**src/rtl/rse_pkg.sv**
```systemverilog
// Shared types and constants for the RPN stack evaluator.
package rse_pkg;

  localparam int unsigned DATA_W = 32;

  // Token operation codes
  typedef enum logic [2:0] {
    OP_PUSH = 3'd0,
    OP_ADD  = 3'd1,
    OP_SUB  = 3'd2,
    OP_MUL  = 3'd3,
    OP_DIV  = 3'd4
  } op_e;

  // Result status codes
  typedef enum logic [2:0] {
    ST_OK        = 3'd0,
    ST_UNDERFLOW = 3'd1,
    ST_OVERFLOW  = 3'd2,
    ST_DIVZERO   = 3'd3,
    ST_EMPTY     = 3'd4
  } status_e;

  // Per-cell shift command
  typedef enum logic [1:0] {
    CELL_HOLD      = 2'd0,
    CELL_LOAD_UP   = 2'd1,
    CELL_LOAD_DOWN = 2'd2
  } cell_cmd_e;

  // Divider request and response
  typedef struct packed {
    logic              start;
    logic [DATA_W-1:0] dividend;
    logic [DATA_W-1:0] divisor;
  } div_req_t;

  typedef struct packed {
    logic              done;
    logic [DATA_W-1:0] quotient;
  } div_rsp_t;

endpackage

```
**src/rtl/rse_cell.sv**
```systemverilog
// One stack entry: loads from the entry above (push) or below (pop) or holds.
module rse_cell (
  input  logic                           clk_i,
  input  rse_pkg::cell_cmd_e             cmd_i,
  input  logic [rse_pkg::DATA_W-1:0]     up_i,
  input  logic [rse_pkg::DATA_W-1:0]     down_i,
  output logic [rse_pkg::DATA_W-1:0]     val_o
);
  import rse_pkg::*;

  logic [DATA_W-1:0] val_q;
  logic [DATA_W-1:0] val_d;

  // next value select
  always_comb begin
    unique case (cmd_i)
      CELL_LOAD_UP:   val_d = up_i;
      CELL_LOAD_DOWN: val_d = down_i;
      default:        val_d = val_q;
    endcase
  end

  // payload register, no reset
  always_ff @(posedge clk_i) begin
    val_q <= val_d;
  end

  assign val_o = val_q;

endmodule

```
**config.mk**
```make
export PLATFORM = sky130hd
export DESIGN_NAME = rse_cell
export DESIGN_NICKNAME = d
export VERILOG_FILES = /design/src/rtl/rse_pkg.sv /design/src/rtl/rse_cell.sv
export SDC_FILE = /design/constraint.sdc
export NUM_CORES = 1
export LEC_CHECK = 0
export ABC_AREA = 0
export BUFFER_PORTS_ARGS = -buffer_cell sky130_fd_sc_hd__buf_2
export CAP_MARGIN = 40
export CORE_MARGIN = 2
export CORE_UTILIZATION = 45
export DETAILED_ROUTE_END_ITERATION = 6
export PLACE_DENSITY = 0.85
export SYNTH_ARGS = -nofsm -noshare
export SYNTH_HDL_FRONTEND = slang
export SYNTH_SLANG_ARGS = --single-unit
```
**constraint.sdc**
```tcl
create_clock -name clk_i -period 2.5 [get_ports clk_i]
set_input_delay 0.5 -clock clk_i [delete_from_list [all_inputs] [get_ports clk_i]]
set_output_delay 0.5 -clock clk_i [all_outputs]
set_load 0.02 [all_outputs]
```
==> results of run 1 <==
-- worst max-delay path by stage --
| stage | from | end | slack [ns] | cells after the start |
|---|---|---|---|---|
| final | val_o[6] | val_o[6] | 1.11 | 1 |
| after global routing | val_o[30] | val_o[30] | 1.06 | 1 |
| after CTS | val_o[14] | val_o[14] | 1.08 | 1 |
| after detailed placement | cmd_i[0] | val_o[30] | 0.78 | 5 |
| after global placement | cmd_i[0] | val_o[31] | 0.82 | 5 |
| after floorplan | cmd_i[0] | val_o[0] | 0.68 | 3 |
-- area by class of cell --
class,instances,area (sq um),share of cell area (%)
clock inverter,3,37.54,1.781
clock buffer,5,37.54,1.781
inverter,2,7.507,0.3563
multi-input combinational,33,488.0,23.16
timing repair buffer,100,518.0,24.58
tap,46,57.56,2.732
sequential,32,960.9,45.61
-- metrics by stage --
| step | hold WS, ns | area (sq um) |
|---|---|---|
| floorplan | 0.7175 | 1525 |
| global placement | 0.8008 | 2032 |
| detailed placement | 0.8034 | 2032 |
| CTS | 0.4398 | 2107 |
| global route | 0.4434 | 2107 |
| finish | 0.4608 | 2107 |
-- layer usage --
layer / share of wire [%] / wire (microns) / global-route usage (%) / vias to the layer above
li1: - / - / - / 483
met1: 34 / 977 / 13.46 / 448
met2: 53 / 1542 / 27.85 / 69
met3: 11 / 310 / 5.435 / 7
met4: 2.1 / 60 / 12.78 / 0
met5: 0 / 0 / 0 / -
-- power groups by stage --
stage	clock network [mW]	registers [mW]	logic (mW)
3_3_place_gp	0	0.710	0.326
3_5_place_dp	0	0.713	0.333
6_report	0.374	0.700	0.330
4_1_cts	0.390	0.701	0.334
2_1_floorplan	0	0.817	0.104
5_1_grt	0.408	0.707	0.348
-- Yosys cell counts --
cell / instances / area share, %
buf_12: 3 / 3.9
buf_6: 1 / 0.74
edfxtp_1: 32 / 63
ha_1: 1 / 0.82
inv_1: 2 / 0.49
mux2_2: 2 / 1.5
mux2_4: 30 / 30
-- cells by family (layout without fill, tap and decap cells) --
family | count (synthesis) | after routing | share of synthesized area [%]
adder cells (fa/ha/maj) | 1 | 1 | 0.8202
buffers and inverters | 6 | 110 | 5.168
flip-flops | 32 | 32 | 63.00
multiplexers | 32 | 32 | 31.01
==> flow_results.org, run 1 <==
** Power
- For this design the total switching power over the nets is 0.3681 mW.
- Clock share of power :: between 20% and 30%
- Summed over all cells, the static leakage comes to between 1 and 1.5 nW.
- Internal power of the cells :: between 1 and 1.5 mW
- Total Power :: around 1.4 mW
- Power spread over the standard cell area amounts to approximately 670 nW/um^2.
- Part of the total power dissipated in sequential elements :: 49.9%
- In this run switching power makes up a little over a quarter of total power.
- Worst voltage drop across the vdd grid :: around 0.00035 V
- Combinational logic burns 23.5% of the power.

** Global route
- Number of global-route vias before repair :: 1,044
- Global routing used approximately 15% of the available tracks across all layers.
- The first global-routing pass estimated between 4 and 5 mm of wire.
- After global routing the overflow that remains totals 0.
- The number of antenna violations at the first check in global routing was 0.
- Pin count of the biggest net entering global routing :: 33

** Worst hold path
- Capture endpoint of the worst hold path :: val_o[17]
- Hold Crit Class :: input pin to flop
- Number of cells on the worst hold path :: 2
- Launch instance of the worst min-delay path :: up_i[17]

** Synth
- Flip-flop and latch count after synthesis :: 32
- Synth Cell Area :: around 1500 sq um
- Sequential cells were found to cover a little over three fifths of the synthesized design area.
- Mean area per synthesized cell :: about 21 sq um
- In the synthesized netlist, the number of instances is between 70 and 80.
- Library cells used by synthesis :: 7
- For this run, the number of Yosys warnings is 0.
- Counting every net in the synthesized netlist gives ~140.

** Detailed routing
- Routed vias :: about 1,000
- DR iter-0 viols :: 19
- Final WL :: between 2 and 3 mm
- WL per Instance :: between 10 and 15 microns
- The first TritonRoute pass finished after 2 iterations.
- In the routed design, unresolved DRC markers number 0.
- The detail route stage leaves a number of antenna-violating nets equal to 0.
- Ratio of routed vias to standard cells :: 4.557

** STA
- Final Hold Viols :: 0
- The max-slew violation total from the final report came to 0.
- Dividing the final minimum period by the clock period gives between 50% and 60%.
- Maximum operating frequency :: 719.3 MHz
- For the final routed database, the setup TNS stands at 0 ns.
- Setup WS post-layout :: between 1 and 1.5 ns
- RSZ-0062 raised after global routing :: no
- For the pin with the worst max-slew slack, the measured transition is around 0.39 ns.
- Final critical-path required period :: around 1.4 ns
- Slew headroom :: about three quarters
- Final number of setup-violating endpoints :: 0

** Worst setup path
- Data arrival time of the critical path :: 0.89 ns
- The critical path is of the flop to primary output type.
- Data on the critical path is required at its endpoint by about 2.0 ns.
- Number of buffer and inverter stages on the critical path :: 1
- Slowest stage cell, crit path :: edfxtp_1
- The critical path goes through buf_2.
- Largest incremental delay on the critical path :: between 0.3 and 0.4 ns
- The worst setup path is launched from a flop.
- Endpoint kind of the worst setup timing path :: primary output
- Critical-path maximum fanout :: 1
- Delay-heaviest family, CP :: flip-flops

** Clock tree
- H-tree lvl count :: 2
- Number of buffers created by CTS :: 5
- Clock Path Buffers :: 2
- Clock tree synthesis selected as its root buffer the cell clkbuf_4.
- Number of buffers inserted by post-CTS setup repair :: 0
- Resized cells post-CTS :: 0
- CTS tree :: built
- Hold repair after CTS inserted 0 buffers.
- Number of clock sinks seen by CTS :: 32
- Register clock-pin slew on the reported worst setup and hold paths :: roughly 0.09 ns

** Finish
- Counting the fill cells in the layout gives around 240.
- Leaving out fill and tap cells, the most frequent cell in the layout is buf_2.
- The count of cells in the finished layout, fillers not included, comes to approximately 220.
- Of the cells placed in the final design, the portion with a size suffix greater than 1 is between 70% and 80%.
- Flip-flop count of the largest register after layout :: 32
- Antenna fix cells :: 0
- Synth-to-Final Area Change :: 38.15%
- Most frequent cells in the layout :: buf_2 (98), edfxtp_1 (32), mux2_4 (30), clkbuf_4 (5)
- Post-route core utilization :: ~64%
- NumNets Final :: about 240

** Placement
- Routability Congestion :: about 0.69
- Count of port buffers added during placement :: between 90 and 100
- DP Cell Count :: roughly 210
- Placed wire-length estimate :: ~2.1 mm
- OpenSTA, run right after detailed placement, puts the worst setup slack at between 0.7 and 0.8 ns.

** Floorplan
- For this configuration, the core starts out at a cell density of 46.44%.
- The die is slightly above 60 microns tall.
- Core area :: between 3000 and 4000 sq um
- The die covers 3871 sq um.
- For this design the top-level I/O count stands at ~100.
- The floorplan step set the die width to about 62 microns.
- Number of rows created at floorplan :: 21

** Status
- The flow ran to the end, and the final reports show no timing, DRC or antenna violations.

** Run
- Max-cap viol count :: 0
No activity file was read; power rests on OpenSTA's default activity.
==> run 2, diff against run 1 <==
--- a/config.mk
+++ b/config.mk
@@ -5,13 +5,13 @@
 export SDC_FILE = /design/constraint.sdc
 export NUM_CORES = 1
 export LEC_CHECK = 0
-export ABC_AREA = 0
+export ABC_AREA = 1
 export BUFFER_PORTS_ARGS = -buffer_cell sky130_fd_sc_hd__buf_2
 export CAP_MARGIN = 40
 export CORE_MARGIN = 2
-export CORE_UTILIZATION = 45
+export CORE_UTILIZATION = 41
 export DETAILED_ROUTE_END_ITERATION = 6
-export PLACE_DENSITY = 0.85
+export PLACE_DENSITY = 0.79
 export SYNTH_ARGS = -nofsm -noshare
 export SYNTH_HDL_FRONTEND = slang
 export SYNTH_SLANG_ARGS = --single-unit
==> constraint.sdc (replaced) <==
create_clock -name clk_i -period 1.35 [get_ports clk_i]
set_input_delay 0.27 -clock clk_i [delete_from_list [all_inputs] [get_ports clk_i]]
set_output_delay 0.27 -clock clk_i [all_outputs]
set_load 0.02 [all_outputs]
==> flow_results.org, run 2 <==
** Status
- Outcome :: complete, no violations (unchanged)

** Clock tree
- CTS hold repair buffers :: 0 (unchanged)
- The number of CTS-inserted buffers is 5 (unchanged).
- Register clock-pin slew on the reported worst setup and hold paths :: 0.10 ns (was 0.09 ns)
- The quantity of gates resized following cts is 0 (unchanged).
- The cell at the root of the clock tree is clkbuf_4 (unchanged).
- The number of buffers on the longest clock path was 2 (unchanged).
- CTS tree :: built (unchanged)
- The clock net sink count was 32 (unchanged).
- Number of buffers inserted by post-CTS setup repair :: 0 (unchanged)
- The number of levels in the clock H-tree was 2 (unchanged).

** Finish
- The count of inserted antenna diode cells is 0 (unchanged).
- The number of nets in the layout was 308 (was 242).
- Most frequent cells in the layout :: buf_2 (98), nand2_1 (86), edfxtp_1 (32), nand2_2 (10), clkbuf_4 (5) (was buf_2 (98), edfxtp_1 (32), mux2_4 (30), clkbuf_4 (5))
- The cell area after layout was 2087 sq um (was 2107 sq um).
- Footprint of the multi-input gates :: 410.4 sq um (was 488.0 sq um)
- The share of post-route cells with drive strength above 1 came to 51.04% (was 79.43%).
- The leading cell type in the layout, fill and taps excluded was buf_2 (unchanged).
- Flip-flop count of the largest register after layout :: 32 (unchanged)
- Number of filler instances in the final layout :: 292 (was 244)
- The sequential cell area was 960.9 sq um (unchanged).
- Synth-to-Final Area Change :: 41.72% (was 38.15%)

** Power
- The switching part of the total power was 27.83% (was 26.22%).
- The worst voltage drop across the vdd grid is 0.0006177 V (was 0.0003499 V).
- The share of power burned in combinational logic was 23.7% (was 23.5%).
- The net load switching power is 0.7268 mW (was 0.3681 mW).
- Power density over cell area :: 1251 nW/um^2 (was 666.2 nW/um^2)
- Clock share of power :: 26.6% (about the same)
- Leakage power of the design :: 1.063 nW (was 1.001 nW)
- Part of the total power dissipated in sequential elements :: 49.7% (was 49.9%)
- Internal power of the cells :: 1.885 mW (was 1.036 mW)

** Placement
- The placement-stage worst setup slack came to 0.1305 ns (was 0.7790 ns).
- Count of port buffers added during placement :: 98 (unchanged)
- The placed wire-length estimate after detailed placement was 2.464 mm (was 2.143 mm).
- The cell area after placement is 2007 sq um (was 2032 sq um).
- The final RePlAce weighted congestion is 0.7651 (was 0.6923).

** Floorplan
- The site row count was 21 (unchanged).
- Number of top-level pins :: 99 (unchanged)
- Die boundary width :: 63.93 microns (was 62.22 microns)
- The initial standard-cell utilization of the core is 43.45% (was 46.44%).
- Core area :: 3390 sq um (was 3284 sq um)
- Overall die height :: 63.93 microns (was 62.22 microns)
- The area enclosed by the die boundary was 4087 sq um (was 3871 sq um).

** Worst setup path
- The critical path required time was 1.08 ns (was 2.00 ns).
- Endpoint kind of the worst setup timing path :: primary output (unchanged)
- The cell class contributing the biggest share of worst-path delay is flip-flops (unchanged).
- Number of buffer and inverter stages on the critical path :: 1 (unchanged)
- Data arrival time of the critical path :: 0.90 ns (was 0.89 ns)
- Critical path, cell by cell: buf_2 (unchanged).
- Slowest stage cell, crit path :: edfxtp_1 (unchanged)
- Critical-path maximum fanout :: 1 (unchanged)
- The category of the critical setup timing path is flop to primary output (unchanged).
- The highest cell delay on the worst timing path came to 0.40 ns (was 0.39 ns).
- Startpoint kind of the worst setup timing path :: flop (unchanged)

** Detailed routing
- Ratio of routed vias to standard cells :: 4.394 (was 4.557)
- The total number of vias is 1,261 (was 1,007).
- The remaining routing DRC violations came to 0 (unchanged).
- DR iter-0 viols :: 34 (was 19)
- WL per Instance :: 11.28 microns (was 13.08 microns)
- Final WL :: 3.238 mm (was 2.891 mm)
- Detail Route Antenna Nets :: 0 (unchanged)
- Number of optimization iterations in the first detailed-route pass :: 5 (was 2)

** STA
- Max Slew Vio Count :: 0 (unchanged)
- The total count of hold-check failures in the final report was 0 (unchanged).
- The headroom to the max-slew limit is 86.60% (was 73.70%).
- Share of the clock period used by the worst path after layout :: between 80% and 90%
- Setup_tns :: 0 ns (unchanged)
- Timing would allow up to ~860 MHz.
- The worst-margin pin slew came to 0.2010 ns (was 0.3944 ns).
- Final critical-path required period :: between 1 and 1.5 ns
- RSZ-0062 raised after global routing: no (unchanged).
- The number of setup violations in the final report is 0 (unchanged).
- The setup slack after layout was 0.1839 ns (was 1.110 ns).

** Synth
- Most common cell in the synthesized netlist :: nand2_1 (was edfxtp_1)
- The primary flip-flop cell chosen by synthesis mapping is edfxtp_1 (unchanged).
- Mapped Cells :: 139 (was 71)
- The mean cell area of the mapped netlist is 10.59 sq um (was 21.48 sq um).
- The net count of the mapped netlist was 207 (was 139).
- The async set-reset flop share out of synthesis came to 0% (unchanged).
- Biggest area contributors in the synthesized netlist: edfxtp_1 (65%), nand2_1 (22%), nand2_2 (4.2%) (was edfxtp_1 (63%), mux2_4 (30%), buf_12 (3.9%)).
- Library cells used by synthesis :: 9 (was 7)
- The sequential-to-total area share from yosys stat is 65.25% (was 63.00%).
- Number of flops mapped to enable cells by yosys :: 32 (unchanged)
- Top cell type by total area after synthesis :: edfxtp_1 (unchanged)
- Most common library cells after synthesis: nand2_1 (86), edfxtp_1 (32), nand2_2 (10) (was edfxtp_1 (32), mux2_4 (30), buf_12 (3)).
- The top cell type's share of synthesized area came to 65.25% (was 63.00%).
- The summed instance area of the synthesized netlist is 1473 sq um (was 1525 sq um).
- Flip-flop and latch count after synthesis :: 32 (unchanged)
- The number of warning messages in the yosys log was 0 (unchanged).

** Global route
- The residual overflow from global routing was 0 (unchanged).
- The number of antenna violations at the first check in global routing was 0 (unchanged).
- Global-route wire length before repair :: 4.899 mm (was 4.381 mm)
- Number of global-route vias before repair :: 1,120 (was 1,044)
- The pin count of the biggest net entering global routing was 33 (unchanged).
- Global routing usage summed across all routing layers :: 16.36% (was 15.40%)

** Run
- The number of violations of the max-capacitance limit is 0 (unchanged).

** Worst hold path
- Hold Crit Class :: input pin to flop (unchanged)
[run 2: per-layer routing]
| metal | vias up | wire length (microns) | track usage (%) |
|---|---|---|---|
| met5 | - | 0 | 0 |
| met2 | 64 | 1680 | 27.99 |
| met3 | 2 | 265 | 4.577 |
| met1 | 552 | 1279 | 18.29 |
| li1 | 643 | - | - |
| met4 | 0 | 12 | 8.967 |
[run 2: power by group through the flow]
stage,sequential [mW],combinational (mW),clock [mW]
final,1.30,0.619,0.695
after global routing,1.31,0.667,0.749
after CTS,1.30,0.625,0.714
after detailed placement,1.32,0.625,0
after global placement,1.32,0.618,0
after floorplan,1.52,0.158,0
[run 2: area by class of cell]
cell class	instances	area share (%)
sequential	32	46.04
timing repair buffer	101	26.38
multi-input combinational	97	19.66
tap	46	2.758
clock inverter	3	2.038
clock buffer	5	1.799
inverter	3	1.319
[run 2: stage by stage]
stage | util (%) | instances | hold slack [ns] | total power, mW
2_1_floorplan | - | 139 | 0.4428 | 1.675
3_3_place_gp | 59.21 | 279 | 0.5382 | 1.935
3_5_place_dp | 59.21 | 279 | 0.5397 | 1.945
4_1_cts | 61.57 | 287 | 0.1922 | 2.637
5_1_grt | 61.57 | 287 | 0.2024 | 2.728
6_report | 61.57 | 287 | 0.2033 | 2.612
[run 2: worst paths after layout]
| check | startpoint | endpoint | slack, ns | cells after the start |
|---|---|---|---|---|
| worst max-delay path | val_o[0] | val_o[0] | 0.18 | 1 |
| worst min-delay path | up_i[19] | val_o[19] | 0.20 | 3 |
[run 2: cells by family (layout without fill, tap and decap cells)]
logic type               after synthesis  in the layout  share of synthesized area (%)
AND/OR/NAND/NOR                       96             96                          26.17
flip-flops                            32             32                          65.25
buffers and inverters                 10            112                          7.732
adder cells (fa/ha/maj)                1              1                         0.8495
