$ cat src/rtl/rse_pkg.sv
// Shared types and constants for the RPN stack evaluator.
package rse_pkg;

  localparam int unsigned DATA_W = 32;

  // Token operation codes
  typedef enum logic [2:0] {
    OP_PUSH = 3'd0,
    OP_ADD  = 3'd1,
    OP_SUB  = 3'd2,
    OP_MUL  = 3'd3,
    OP_DIV  = 3'd4
  } op_e;

  // Result status codes
  typedef enum logic [2:0] {
    ST_OK        = 3'd0,
    ST_UNDERFLOW = 3'd1,
    ST_OVERFLOW  = 3'd2,
    ST_DIVZERO   = 3'd3,
    ST_EMPTY     = 3'd4
  } status_e;

  // Per-cell shift command
  typedef enum logic [1:0] {
    CELL_HOLD      = 2'd0,
    CELL_LOAD_UP   = 2'd1,
    CELL_LOAD_DOWN = 2'd2
  } cell_cmd_e;

  // Divider request and response
  typedef struct packed {
    logic              start;
    logic [DATA_W-1:0] dividend;
    logic [DATA_W-1:0] divisor;
  } div_req_t;

  typedef struct packed {
    logic              done;
    logic [DATA_W-1:0] quotient;
  } div_rsp_t;

endpackage

$ cat src/rtl/rse_divider.sv
// Signed truncating divider, one quotient bit per cycle (restoring).
module rse_divider (
  input  logic              clk_i,
  input  logic              rst_ni,
  input  rse_pkg::div_req_t req_i,
  output rse_pkg::div_rsp_t rsp_o
);
  import rse_pkg::*;

  localparam int unsigned CNT_W = $clog2(DATA_W);

  logic              busy_q, busy_d;
  logic              done_q, done_d;
  logic [CNT_W-1:0]  cnt_q, cnt_d;
  logic [DATA_W-1:0] rem_q, rem_d;
  logic [DATA_W-1:0] quo_q, quo_d;
  logic [DATA_W-1:0] mag_b_q, mag_b_d;
  logic              neg_q, neg_d;
  logic [DATA_W:0]   shifted;
  logic [DATA_W:0]   diff;
  logic              fits;

  // one restoring step
  assign shifted = {rem_q, quo_q[DATA_W-1]};
  assign fits    = shifted >= {1'b0, mag_b_q};
  assign diff    = shifted - {1'b0, mag_b_q};

  always_comb begin
    busy_d  = busy_q;
    done_d  = 1'b0;
    cnt_d   = cnt_q;
    rem_d   = rem_q;
    quo_d   = quo_q;
    mag_b_d = mag_b_q;
    neg_d   = neg_q;
    if (req_i.start) begin
      busy_d  = 1'b1;
      cnt_d   = '0;
      rem_d   = '0;
      quo_d   = req_i.dividend[DATA_W-1] ? (DATA_W'(0) - req_i.dividend) : req_i.dividend;
      mag_b_d = req_i.divisor[DATA_W-1] ? (DATA_W'(0) - req_i.divisor) : req_i.divisor;
      neg_d   = req_i.dividend[DATA_W-1] ^ req_i.divisor[DATA_W-1];
    end else if (busy_q) begin
      rem_d = fits ? diff[DATA_W-1:0] : shifted[DATA_W-1:0];
      quo_d = {quo_q[DATA_W-2:0], fits};
      cnt_d = cnt_q + CNT_W'(1);
      if (cnt_q == CNT_W'(DATA_W - 1)) begin
        busy_d = 1'b0;
        done_d = 1'b1;
      end
    end
  end

  // control registers
  always_ff @(posedge clk_i or negedge rst_ni) begin
    if (!rst_ni) begin
      busy_q <= 1'b0;
      done_q <= 1'b0;
      cnt_q  <= '0;
    end else begin
      busy_q <= busy_d;
      done_q <= done_d;
      cnt_q  <= cnt_d;
    end
  end

  // datapath registers
  always_ff @(posedge clk_i) begin
    rem_q   <= rem_d;
    quo_q   <= quo_d;
    mag_b_q <= mag_b_d;
    neg_q   <= neg_d;
  end

  assign rsp_o.done     = done_q;
  assign rsp_o.quotient = neg_q ? (DATA_W'(0) - quo_q) : quo_q;

endmodule

$ cat config.mk
export PLATFORM = sky130hd
export DESIGN_NAME = rse_divider
export DESIGN_NICKNAME = d
export VERILOG_FILES = /design/src/rtl/rse_pkg.sv /design/src/rtl/rse_divider.sv
export SDC_FILE = /design/constraint.sdc
export NUM_CORES = 1
export LEC_CHECK = 0
export BUFFER_PORTS_ARGS = -buffer_cell sky130_fd_sc_hd__buf_4
export CAP_MARGIN = 20
export CORE_MARGIN = 1.5
export CORE_UTILIZATION = 40
export DETAILED_ROUTE_END_ITERATION = 8
export PLACE_DENSITY = 0.61
export SLEW_MARGIN = 0
export SYNTH_ARGS = -nofsm -noshare
export SYNTH_HDL_FRONTEND = slang
export SYNTH_SLANG_ARGS = --single-unit
$ cat constraint.sdc
create_clock -name clk_i -period 2.7 [get_ports clk_i]
set_input_delay 0.54 -clock clk_i [delete_from_list [all_inputs] [get_ports clk_i]]
set_output_delay 0.54 -clock clk_i [all_outputs]
set_load 0.005 [all_outputs]
==> out/results.txt, run 1 <==
Status: finished with violations
Failing checks: negative setup slack
First-pass GRT wire length: 33300 µm
Post-synthesis to final-layout area growth: 41.4%
Critical path buffers and inverters: 2
Initial antenna violation count: 0
1st-iter DRT viols: 351
RD Place Congestion: 0.913
Fraction of registers with async set/reset: 0.0673
# nets final: 1216
Synth Cell Area: 7890 µm²
Overflow after GRT: 0
Layout cells sized above 1: 0.362
RSZ-0062 raised after global routing: true
Crit-path leading delay family: simple AND/OR/NAND/NOR gates
Critical path cell sequence: or4_4 -> nor3_4 -> nand3_2 -> or2_4 -> inv_4 -> nand2_4 -> o41ai_4 -> xnor2_1 -> buf_4
Starting Density: 0.407
Number of remaining DRC errors: 0
Maximum vdd ir drop: 0.000522 V
Slowest CP cell: or4_4
CTS clk-pin slew, worst paths: 0.07 ns
Hpwl dp: 14900 µm
Pwr dens: 831 nW/µm²
Placed Cells: 1337
Synth top area cells: edfxtp_1 (25%), xnor2_1 (8.5%), dfxtp_1 (8.1%)
Slew Limit Fails: 0
Worst reg2reg startpoint: mag_b_q[12]$_DFFE_PP_
Fin. Hold Viols: 0
Root Buffer: clkbuf_16
# setup viols final: 26
Crit. End Element: output pin
Worst R2R Path Depth: 15
Via density: 5.30
Final min period: 3.09 ns
WP data required: 2.16 ns
Drt first pass iters: 5
CTS tree: done
All-Layer GR Usage: 0.203
Worst Hold Depth: 2
Critical-path maximum fanout: 5
Ports: 100
Post-synth EDFFs: 65
Sequential fraction of the synthesis area: 0.351
Place WS: -0.388 ns
CTS max path bufs: 2
CTS Buf Count: 9
Routed Antenna Nets: 0
Synth Net Count: 994
Die Wd: 143 µm
Mapped Cells: 889
R2r setup slk: -0.10 ns
Pin count of the biggest net entering global routing: 134
FF-to-FF End: rem_q[31]$_SDFFE_PP0P_
DIE AREA: 20600 µm²
Critical Path Start Type: flop
Post-layout util: 0.575
Non-Filler Instances: 1381
Ys flop type: edfxtp_1
Achievable frequency: 0.324 GHz
Setup WS post-layout: -0.386 ns
DR vias: 7321
Row cnt: 51
Die height: 143 µm
Worst-margin pin slew: 0.703 ns
Avg Inst Size Synth: 8.87 µm²
Avg WL per Cell: 15.4 µm
LEAKAGE: 4.54 nW
Core footprint: 19400 µm²
H-tree Lvls: 3
Yosys warning count: 0
Library cells used by synthesis: 72
Vias in the first global route: 6831
Crit path kind: reg -> out
Final worst path period share: 1.14
Worst skew pair latency: 0.36 ns
Worst-case hold path end point: mag_b_q[13]$_DFFE_PP_
Relative slew slack: 0.532
Hold Path Class: in -> reg
WL final: 21200 µm
Ant diodes: 0
HP Start: req_i[13]
CTS Sinks: 104
Input/output buffers: 99
Post-synth top area share: 0.247
Synth area leader: edfxtp_1
Arr. time, crit path: 2.55 ns
Skew final: 0.0115 ns
Register bit total from synthesis: 104
Number of max-cap violations: 0
Delay of the slowest critical-path stage: 0.59 ns
==> worst reg2reg max path: stages, from the launching register on <==
cell	delay (ns)
edfxtp_1	0.39
inv_2	0.08
ha_4	0.20
buf_6	0.13
a21oi_4	0.13
o2111ai_2	0.11
a221oi_2	0.22
buf_4	0.16
a31oi_4	0.10
a41oi_2	0.30
o211ai_4	0.11
buf_6	0.15
buf_6	0.12
buf_8	0.13
or3_1	0.30
o221ai_1	0.08
==> Yosys cell counts (all sizes together) (9+ instances only) <==
cell	instances
xnor2	77
dfxtp	32
nand2b	13
buf	13
clkbuf	31
nor2	90
or4	14
o31ai	24
o41ai	17
xor2	38
nand2	68
a211oi	23
inv	50
nor4	11
o21ai	54
mux2i	25
nand3	19
edfxtp	65
ha	37
nor3	9
a21o	9
a21oi	64
==> layout make-up <==
type / instances / area, µm²
fill: 1724 / 8250
timing repair buffer: 255 / 2050
clock buffer: 13 / 292
sequential: 104 / 2770
inverter: 50 / 190
multi-input combinational: 691 / 5500
tap: 265 / 332
clock inverter: 3 / 20.0
==> what timing repair did <==
action                     CTS  global route
resized for setup           96            90
buffers inserted            24             7
hold buffers                 1             0
cloned                       2             0
setup endpoints to repair   53            60
hold endpoints to repair     7             0
pin swaps                   29            69
==> placed cells by master (no fill, tap or decap), types with 31 or more instances in the layout <==
cell	n
xnor2_1	74
o21ai_0	32
nand2_1	60
nor2_1	85
xor2_1	38
inv_1	44
edfxtp_1	65
a21oi_1	58
dfxtp_1	31
buf_4	232
==> state kept, by name, indices dropped and copies added, names as in the netlist <==
signal,count
quo_q,32
rem_q,32
cnt_q,5
busy_q,1
neg_q,1
mag_b_q,32
done_q,1
==> logic make-up (layout without fill, tap and decap cells) <==
group | count (synthesis) | after routing | synth area share
AND/OR/NAND/NOR | 265 | 265 | 0.165
AO/OA/AOI/OAI | 245 | 245 | 0.209
XOR/XNOR | 115 | 115 | 0.128
flip-flops | 104 | 104 | 0.351
buffers and inverters | 94 | 321 | 0.0501
adder cells (fa/ha/maj) | 38 | 38 | 0.0612
multiplexers | 28 | 28 | 0.0360
==> power breakdown <==
part | internal (mW) | switching [mW] | leakage (nW)
clock network | 0.759 | 0.606 | 0.157
logic | 2.93 | 2.62 | 3.39
registers | 2.05 | 0.299 | 1.00
total | 5.75 | 3.53 | 4.54
==> stage by stage <==
stage / hold WS [ns] / instance area [µm²] / power (mW) / setup TNS [ns]
after floorplan: 0.244 / 7890 / 5.02 / -0.139
after global placement: 0.359 / 9760 / 6.53 / -7.41
after global routing: 0.480 / 11200 / 9.86 / -9.69
after detailed placement: 0.359 / 9760 / 6.57 / -8.68
after CTS: 0.461 / 10700 / 8.60 / -5.54
final: 0.470 / 11200 / 9.27 / -4.77
==> how the worst max path moves through the flow <==
stage	from	end	slack, ns	depth (start not counted)
after global placement	req_i[5]	mag_b_q[28]$_DFFE_PP_	-0.35	8
after CTS	quo_q[10]$_DFFE_PP_	rsp_o[29]	-0.45	9
final	quo_q[10]$_DFFE_PP_	rsp_o[29]	-0.39	9
after floorplan	req_i[1]	mag_b_q[27]$_DFFE_PP_	-0.08	8
after detailed placement	req_i[5]	mag_b_q[28]$_DFFE_PP_	-0.39	8
after global routing	quo_q[17]$_DFFE_PP_	rsp_o[29]	-0.51	8
==> routing by layer <==
layer / part of all wire / wire [µm] / GRT usage / vias to the layer above
li1: - / - / - / 3705
met1: 0.47 / 9970 / 0.279 / 3446
met2: 0.48 / 10200 / 0.337 / 149
met3: 0.031 / 668 / 0.0217 / 21
met4: 0.015 / 326 / 0.0612 / 0
met5: 0 / 0 / 0 / -
No activity file was read; power rests on OpenSTA's default activity.
==> run 2: changes to the inputs <==
--- a/config.mk
+++ b/config.mk
@@ -11,6 +11,7 @@
 export CORE_UTILIZATION = 40
 export DETAILED_ROUTE_END_ITERATION = 8
 export PLACE_DENSITY = 0.61
+export RECOVER_POWER = 25
 export SLEW_MARGIN = 0
 export SYNTH_ARGS = -nofsm -noshare
 export SYNTH_HDL_FRONTEND = slang
==> run 2 against run 1 <==
  * The run ends with max-capacitance violations, max-slew violations, negative setup slack left
  * Sequential share of layout area is 0.061 points higher
  * Sequential cell count stayed put
  * Fmax hardly changed
  * Global-route usage stayed put
  * Hold slack hardly changed
==> out/results.txt, run 2 (same netlist as run 1, synthesis figures left out) <==
Status: finished with violations
Failing checks: max-capacitance violations, max-slew violations, negative setup slack
Worst skew pair latency: 0.36 ns (about the same)
Overflow after GRT: 0 (unchanged)
Fin. Hold Viols: 0 (unchanged)
Area after DPL: 9760 µm² (unchanged)
Arr. time, crit path: 2.55 ns (about the same)
Met3 Track Usage GR: 0.0217 (unchanged)
Crit path kind: reg -> out
Core footprint: 19400 µm² (unchanged)
Vias in the first global route: 6831 (unchanged)
First-pass GRT wire length: 33300 µm (unchanged)
Relative slew slack: -0.0971 (-0.629)
Hold Path Class: in -> reg
WP data required: 2.16 ns (about the same)
# setup viols final: 30 (+15%)
Pin count of the biggest net entering global routing: 134 (unchanged)
Met2 usage: 0.337 (unchanged)
Most frequent cells in the layout: buf_4 (228), nor2_1 (85), xnor2_1 (74)
Crit. End Element: output pin
CTS tree: done
Placed Cells: 1337 (unchanged)
CTS Sinks: 104 (unchanged)
Root Buffer: clkbuf_16
Drt first pass iters: 5 (unchanged)
Die Wd: 143 µm (unchanged)
Filler cell count: 1728 (+0.23%)
Maximum vdd ir drop: 0.000522 V (about the same)
Input/output buffers: 99 (unchanged)
WL final: 21200 µm (+0.16%)
Initial antenna violation count: 0 (unchanged)
Achievable frequency: 0.324 GHz (about the same)
Slew Limit Fails: 168 (+168)
Fin area: 11100 µm² (-0.25%)
Post-synthesis to final-layout area growth: 41.0%
GRT Max-Usage Layer: met2
CTS Buf Count: 9 (unchanged)
DR vias: 7311 (-0.14%)
RD Place Congestion: 0.913 (unchanged)
LEAKAGE: 4.52 nW (-0.42%)
Avg WL per Cell: 15.4 µm (+0.16%)
Layout cells sized above 1: 0.358 (-0.00358)
Place WS: -0.388 ns (unchanged)
Critical Path Start Type: flop
Starting Density: 0.407 (unchanged)
Skew final: 0.0116 ns (+0.000119 ns)
Biggest regs: mag_b_q: 32 flops, quo_q: 32 flops, rem_q: 32 flops
Smallest hold slack: 0.470 ns (+0.000126 ns)
All-Layer GR Usage: 0.203 (unchanged)
Most common cell after layout, fill and taps aside: buf_4
Worst-margin pin slew: 1.65 ns (+0.943 ns)
Non-Filler Instances: 1381 (unchanged)
Die height: 143 µm (unchanged)
Final min period: 3.09 ns (-0.0000450 ns)
Ports: 100 (unchanged)
RSZ-0062 raised after global routing: true
Row cnt: 51 (unchanged)
Number of remaining DRC errors: 0 (unchanged)
H-tree Lvls: 3 (unchanged)
Number of max-cap violations: 2 (+2)
Routed Antenna Nets: 0 (unchanged)
Pwr dens: 833 nW/µm² (+0.24%)
Sum Neg Setup Slack: -5.03 ns (-0.258 ns)
Final worst path period share: 1.14 (about the same)
Hpwl dp: 14900 µm (unchanged)
DIE AREA: 20600 µm² (unchanged)
Setup WS post-layout: -0.386 ns (+0.0000450 ns)
# nets final: 1216 (unchanged)
1st-iter DRT viols: 356 (+1.4%)
M1 GR Usage: 0.279 (unchanged)
Ant diodes: 0 (unchanged)
Critical-path maximum fanout: 5 (unchanged)
CTS max path bufs: 2 (unchanged)
Via density: 5.29 (-0.14%)
CTS clk-pin slew, worst paths: 0.07 ns (about the same)
run 2: per-stage QoR:
stage | util | total power [mW]
final | 0.574 | 9.27
after floorplan | - | 5.02
after global placement | 0.503 | 6.53
after CTS | 0.552 | 8.60
after global routing | 0.574 | 9.86
after detailed placement | 0.503 | 6.57
run 2: path summary, 6_finish.rpt:
path	end	depth (start not counted)	slack [ns]	startpoint
setup / recovery	rsp_o[29]	9	-0.39	quo_q[10]$_DFFE_PP_
hold / removal	mag_b_q[13]$_DFFE_PP_	2	0.47	req_i[13]
setup reg to reg	rem_q[31]$_SDFFE_PP0P_	15	-0.12	mag_b_q[14]$_DFFE_PP_
hold reg to reg	rem_q[24]$_SDFFE_PP0P_	2	0.51	rem_q[24]$_SDFFE_PP0P_
max in group asynchronous	busy_q$_DFF_PN0_	2	1.78	rst_ni
min in group asynchronous	done_q$_DFF_PN0_	2	0.61	rst_ni
run 2: power by group:
part	internal, mW	leakage (nW)	switching [mW]	total, mW
Sequential	2.05	1.00	0.299	2.35
Combinational	2.93	3.37	2.62	5.55
Clock	0.759	0.157	0.605	1.36
run 2: area by class of cell:
cell class	instances	area (µm²)	share of cell area
Inverter	50	190	0.0171
Multi-Input combinational cell	691	5500	0.494
Sequential cell	104	2770	0.249
Tap cell	265	332	0.0298
Timing Repair Buffer	255	2020	0.182
Clock inverter	3	20.0	0.00180
Clock buffer	13	292	0.0262
run 2: metal layers:
layer | wire (µm) | share of wire
met1 | 9990 | 0.47
met2 | 10200 | 0.48
met3 | 684 | 0.032
met4 | 323 | 0.015
met5 | 0 | 0
run 2: worst max-delay path: stages (launching register included):
cell	delay, ns
edfxtp_1	0.39
or4_4	0.59
nor3_4	0.17
nand3_2	0.09
or2_4	0.26
inv_4	0.07
nand2_4	0.09
o41ai_4	0.23
xnor2_1	0.16
buf_4	0.14
run 2: what timing repair did:
item                                   4_1_cts  5_1_grt
endpoints found under the hold margin        7        0
pin swaps                                   29       69
cloned                                       2        0
setup endpoints to repair                   53       60
setup buffers                               24        7
hold buffers                                 1        0
gates resized for setup                     96       90
==> run 3: changes to the inputs <==
--- a/config.mk
+++ b/config.mk
@@ -10,9 +10,10 @@
 export CORE_MARGIN = 1.5
 export CORE_UTILIZATION = 40
 export DETAILED_ROUTE_END_ITERATION = 8
-export PLACE_DENSITY = 0.61
+export PLACE_DENSITY = 0.59
 export RECOVER_POWER = 25
 export SLEW_MARGIN = 0
 export SYNTH_ARGS = -nofsm -noshare
 export SYNTH_HDL_FRONTEND = slang
 export SYNTH_SLANG_ARGS = --single-unit
+export TNS_END_PERCENT = 10
==> constraint.sdc (replaced) <==
create_clock -name clk_i -period 3 [get_ports clk_i]
set_input_delay 0.6 -clock clk_i [delete_from_list [all_inputs] [get_ports clk_i]]
set_output_delay 0.6 -clock clk_i [all_outputs]
set_load 0.005 [all_outputs]
==> run 3 against run 2 <==
  * The run still ends with max-capacitance violations, max-slew violations, negative setup slack left
  * Global-route usage is 0.99 points lower
  * Non-clock buffer count is 70 lower
  * Hold slack worse by 0.35 ns
  * Via count is 4.9% lower
  * Sequential share of layout area is 3.1 points higher
  * Core utilization is 6.3 points lower
  * Critical path depth stayed put
  * Register-to-register slack better by 0.20 ns
  * Cell area is 11% lower
==> out/results.txt, run 3 (same netlist as run 1, synthesis figures left out) <==
Status: finished with violations
Failing checks: max-capacitance violations, max-slew violations, negative setup slack
Hold Path Class: in -> async
Core footprint: 19400 µm² (unchanged)
Place WS: -0.188 ns (+0.201 ns)
CTS max path bufs: 2 (unchanged)
Row cnt: 51 (unchanged)
First-pass GRT wire length: 31700 µm (-4.7%)
Placed Cells: 1293 (-3.3%)
Ant diodes: 0 (unchanged)
Arr. time, crit path: 2.61 ns (+0.06 ns)
Die height: 143 µm (unchanged)
Clk pwr share: 0.158 (+0.011)
DR vias: 6952 (-4.9%)
CTS Buf Count: 9 (unchanged)
Number of remaining DRC errors: 0 (unchanged)
Fin. Hold Viols: 0 (unchanged)
RSZ-0062 raised after global routing: true
Critical Path Start Type: flop
Final min period: 3.21 ns
Sequential Power Share: 0.302 (+0.048)
Worst-margin pin slew: 1.54 ns (-0.109 ns)
All-Layer GR Usage: 0.194 (-0.00987)
Hold buffers post-CTS: 0 (-1)
Setup WS post-layout: -0.207 ns (+0.178 ns)
Storage cell area: 2770 µm² (about the same)
Pin count of the biggest net entering global routing: 68 (-49%)
Initial antenna violation count: 0 (unchanged)
Via density: 5.30 (+0.17%)
WL final: 19500 µm (-8.0%)
Sw Ratio: 0.390 (+0.00996)
Int Pwr: 4.24 mW (-26%)
Achievable frequency: 0.312 GHz
Post-synthesis to final-layout area growth: 25.6%
Critical-path maximum fanout: 5 (unchanged)
Filler cell count: 1942 (+12%)
Worst reg2reg startpoint: quo_q[31]$_DFFE_PP_
Most common cell after layout, fill and taps aside: buf_4
Most frequent cells in the layout: buf_4 (177), nor2_1 (88), xnor2_1 (76)
Starting Density: 0.407 (unchanged)
Multi-input logic area: 4950 µm² (-10%)
Avg WL per Cell: 14.9 µm (-3.1%)
Crit path kind: reg -> out
Layout cells sized above 1: 0.233 (-0.125)
Delay of the slowest critical-path stage: 0.59 ns (about the same)
H-tree Lvls: 3 (unchanged)
RD Place Congestion: 0.912 (about the same)
Input/output buffers: 99 (unchanged)
Slew Limit Fails: 34 (-80%)
DIE AREA: 20600 µm² (unchanged)
First element of the critical path: quo_q[7]$_DFFE_PP_
Critical path cell sequence: or4_4 -> nor3_4 -> nand3_2 -> or2_4 -> inv_4 -> nand2_4 -> o41ai_4 -> xnor2_1 -> buf_4
Root Buffer: clkbuf_16
Overflow after GRT: 0 (unchanged)
Worst skew pair latency: 0.36 ns (about the same)
Pwr dens: 701 nW/µm² (-16%)
Area after DPL: 9430 µm² (-3.3%)
Crit-path leading delay family: simple AND/OR/NAND/NOR gates
CTS clk-pin slew, worst paths: 0.07 ns (about the same)
LEAKAGE: 4.02 nW (-11%)
# nets final: 1146 (-5.8%)
CTS tree: done
Non-Filler Instances: 1311 (-5.1%)
Critical path buffers and inverters: 2 (unchanged)
Crit. End Element: output pin
Relative slew slack: -0.0246 (+0.0725)
Number of max-cap violations: 1 (-1)
Ports: 100 (unchanged)
CTS Sinks: 104 (unchanged)
Slowest CP cell: or4_4
Fin area: 9910 µm² (-11%)
1st-iter DRT viols: 394 (+11%)
Biggest regs: mag_b_q: 32 flops, quo_q: 32 flops, rem_q: 32 flops
Vias in the first global route: 6455 (-5.5%)
Skew final: 0.00806 ns (-0.00351 ns)
Hpwl dp: 15100 µm (+1.4%)
WP data required: 2.40 ns (+0.24 ns)
Final worst path period share: 1.07
Switching power total: 2.71 mW (-23%)
Routed Antenna Nets: 0 (unchanged)
# setup viols final: 10 (-67%)
Drt first pass iters: 5 (unchanged)
Combinational share of power: 0.541 (-0.058)
Maximum vdd ir drop: 0.000382 V (-27%)
Die Wd: 143 µm (unchanged)
-- run 3: timing repair --
action / 4_1_cts / 5_1_grt
resized for setup: 20 / 26
pin swaps: 4 / 13
hold endpoints to repair: 0 / 0
endpoints found under the setup margin: 17 / 47
buffers inserted: 1 / 1
-- run 3: metal layers --
| metal | wire [µm] | GRT usage |
|---|---|---|
| met1 | 9430 | 0.266 |
| met2 | 9190 | 0.324 |
| met3 | 747 | 0.0307 |
| met4 | 168 | 0.0360 |
| met5 | 0 | 0 |
-- run 3: final timing paths --
| kind | to | slack (ns) | cells after the start |
|---|---|---|---|
| worst max-delay path | rsp_o[29] | -0.21 | 9 |
| worst min-delay path | done_q$_DFF_PN0_ | 0.12 | 1 |
| worst max register to register | rem_q[24]$_SDFFE_PP0P_ | 0.08 | 12 |
| worst min register to register | rem_q[19]$_SDFFE_PP0P_ | 0.51 | 2 |
| max in group asynchronous | busy_q$_DFF_PN0_ | 2.59 | 1 |
| min in group clk_i | rem_q[19]$_SDFFE_PP0P_ | 0.51 | 2 |
-- run 3: area by class of cell --
| class | count | share of cell area |
|---|---|---|
| clock buffers | 10 | 0.0231 |
| inverters | 50 | 0.0192 |
| clock inverters | 6 | 0.00366 |
| flip-flops and latches | 104 | 0.280 |
| well taps | 265 | 0.0335 |
| repair buffers | 185 | 0.142 |
| multi-input cells | 691 | 0.499 |
-- run 3: stage by stage --
step	hold WS (ns)	power, mW	util	setup TNS (ns)
floorplan	0.304	4.52	-	0
global placement	0.418	5.74	0.486	-0.308
detailed placement	0.417	5.76	0.486	-0.909
CTS	0.0338	6.90	0.505	-2.14
global route	0.154	7.46	0.511	-3.44
finish	0.123	6.95	0.511	-1.02
-- run 3: power groups by stage --
stage / Clock (mW) / Sequential, mW / Combinational [mW]
finish: 1.10 / 2.10 / 3.76
CTS: 1.13 / 2.09 / 3.68
global placement: 0 / 2.10 / 3.64
global route: 1.17 / 2.13 / 4.15
floorplan: 0 / 2.05 / 2.47
detailed placement: 0 / 2.11 / 3.65
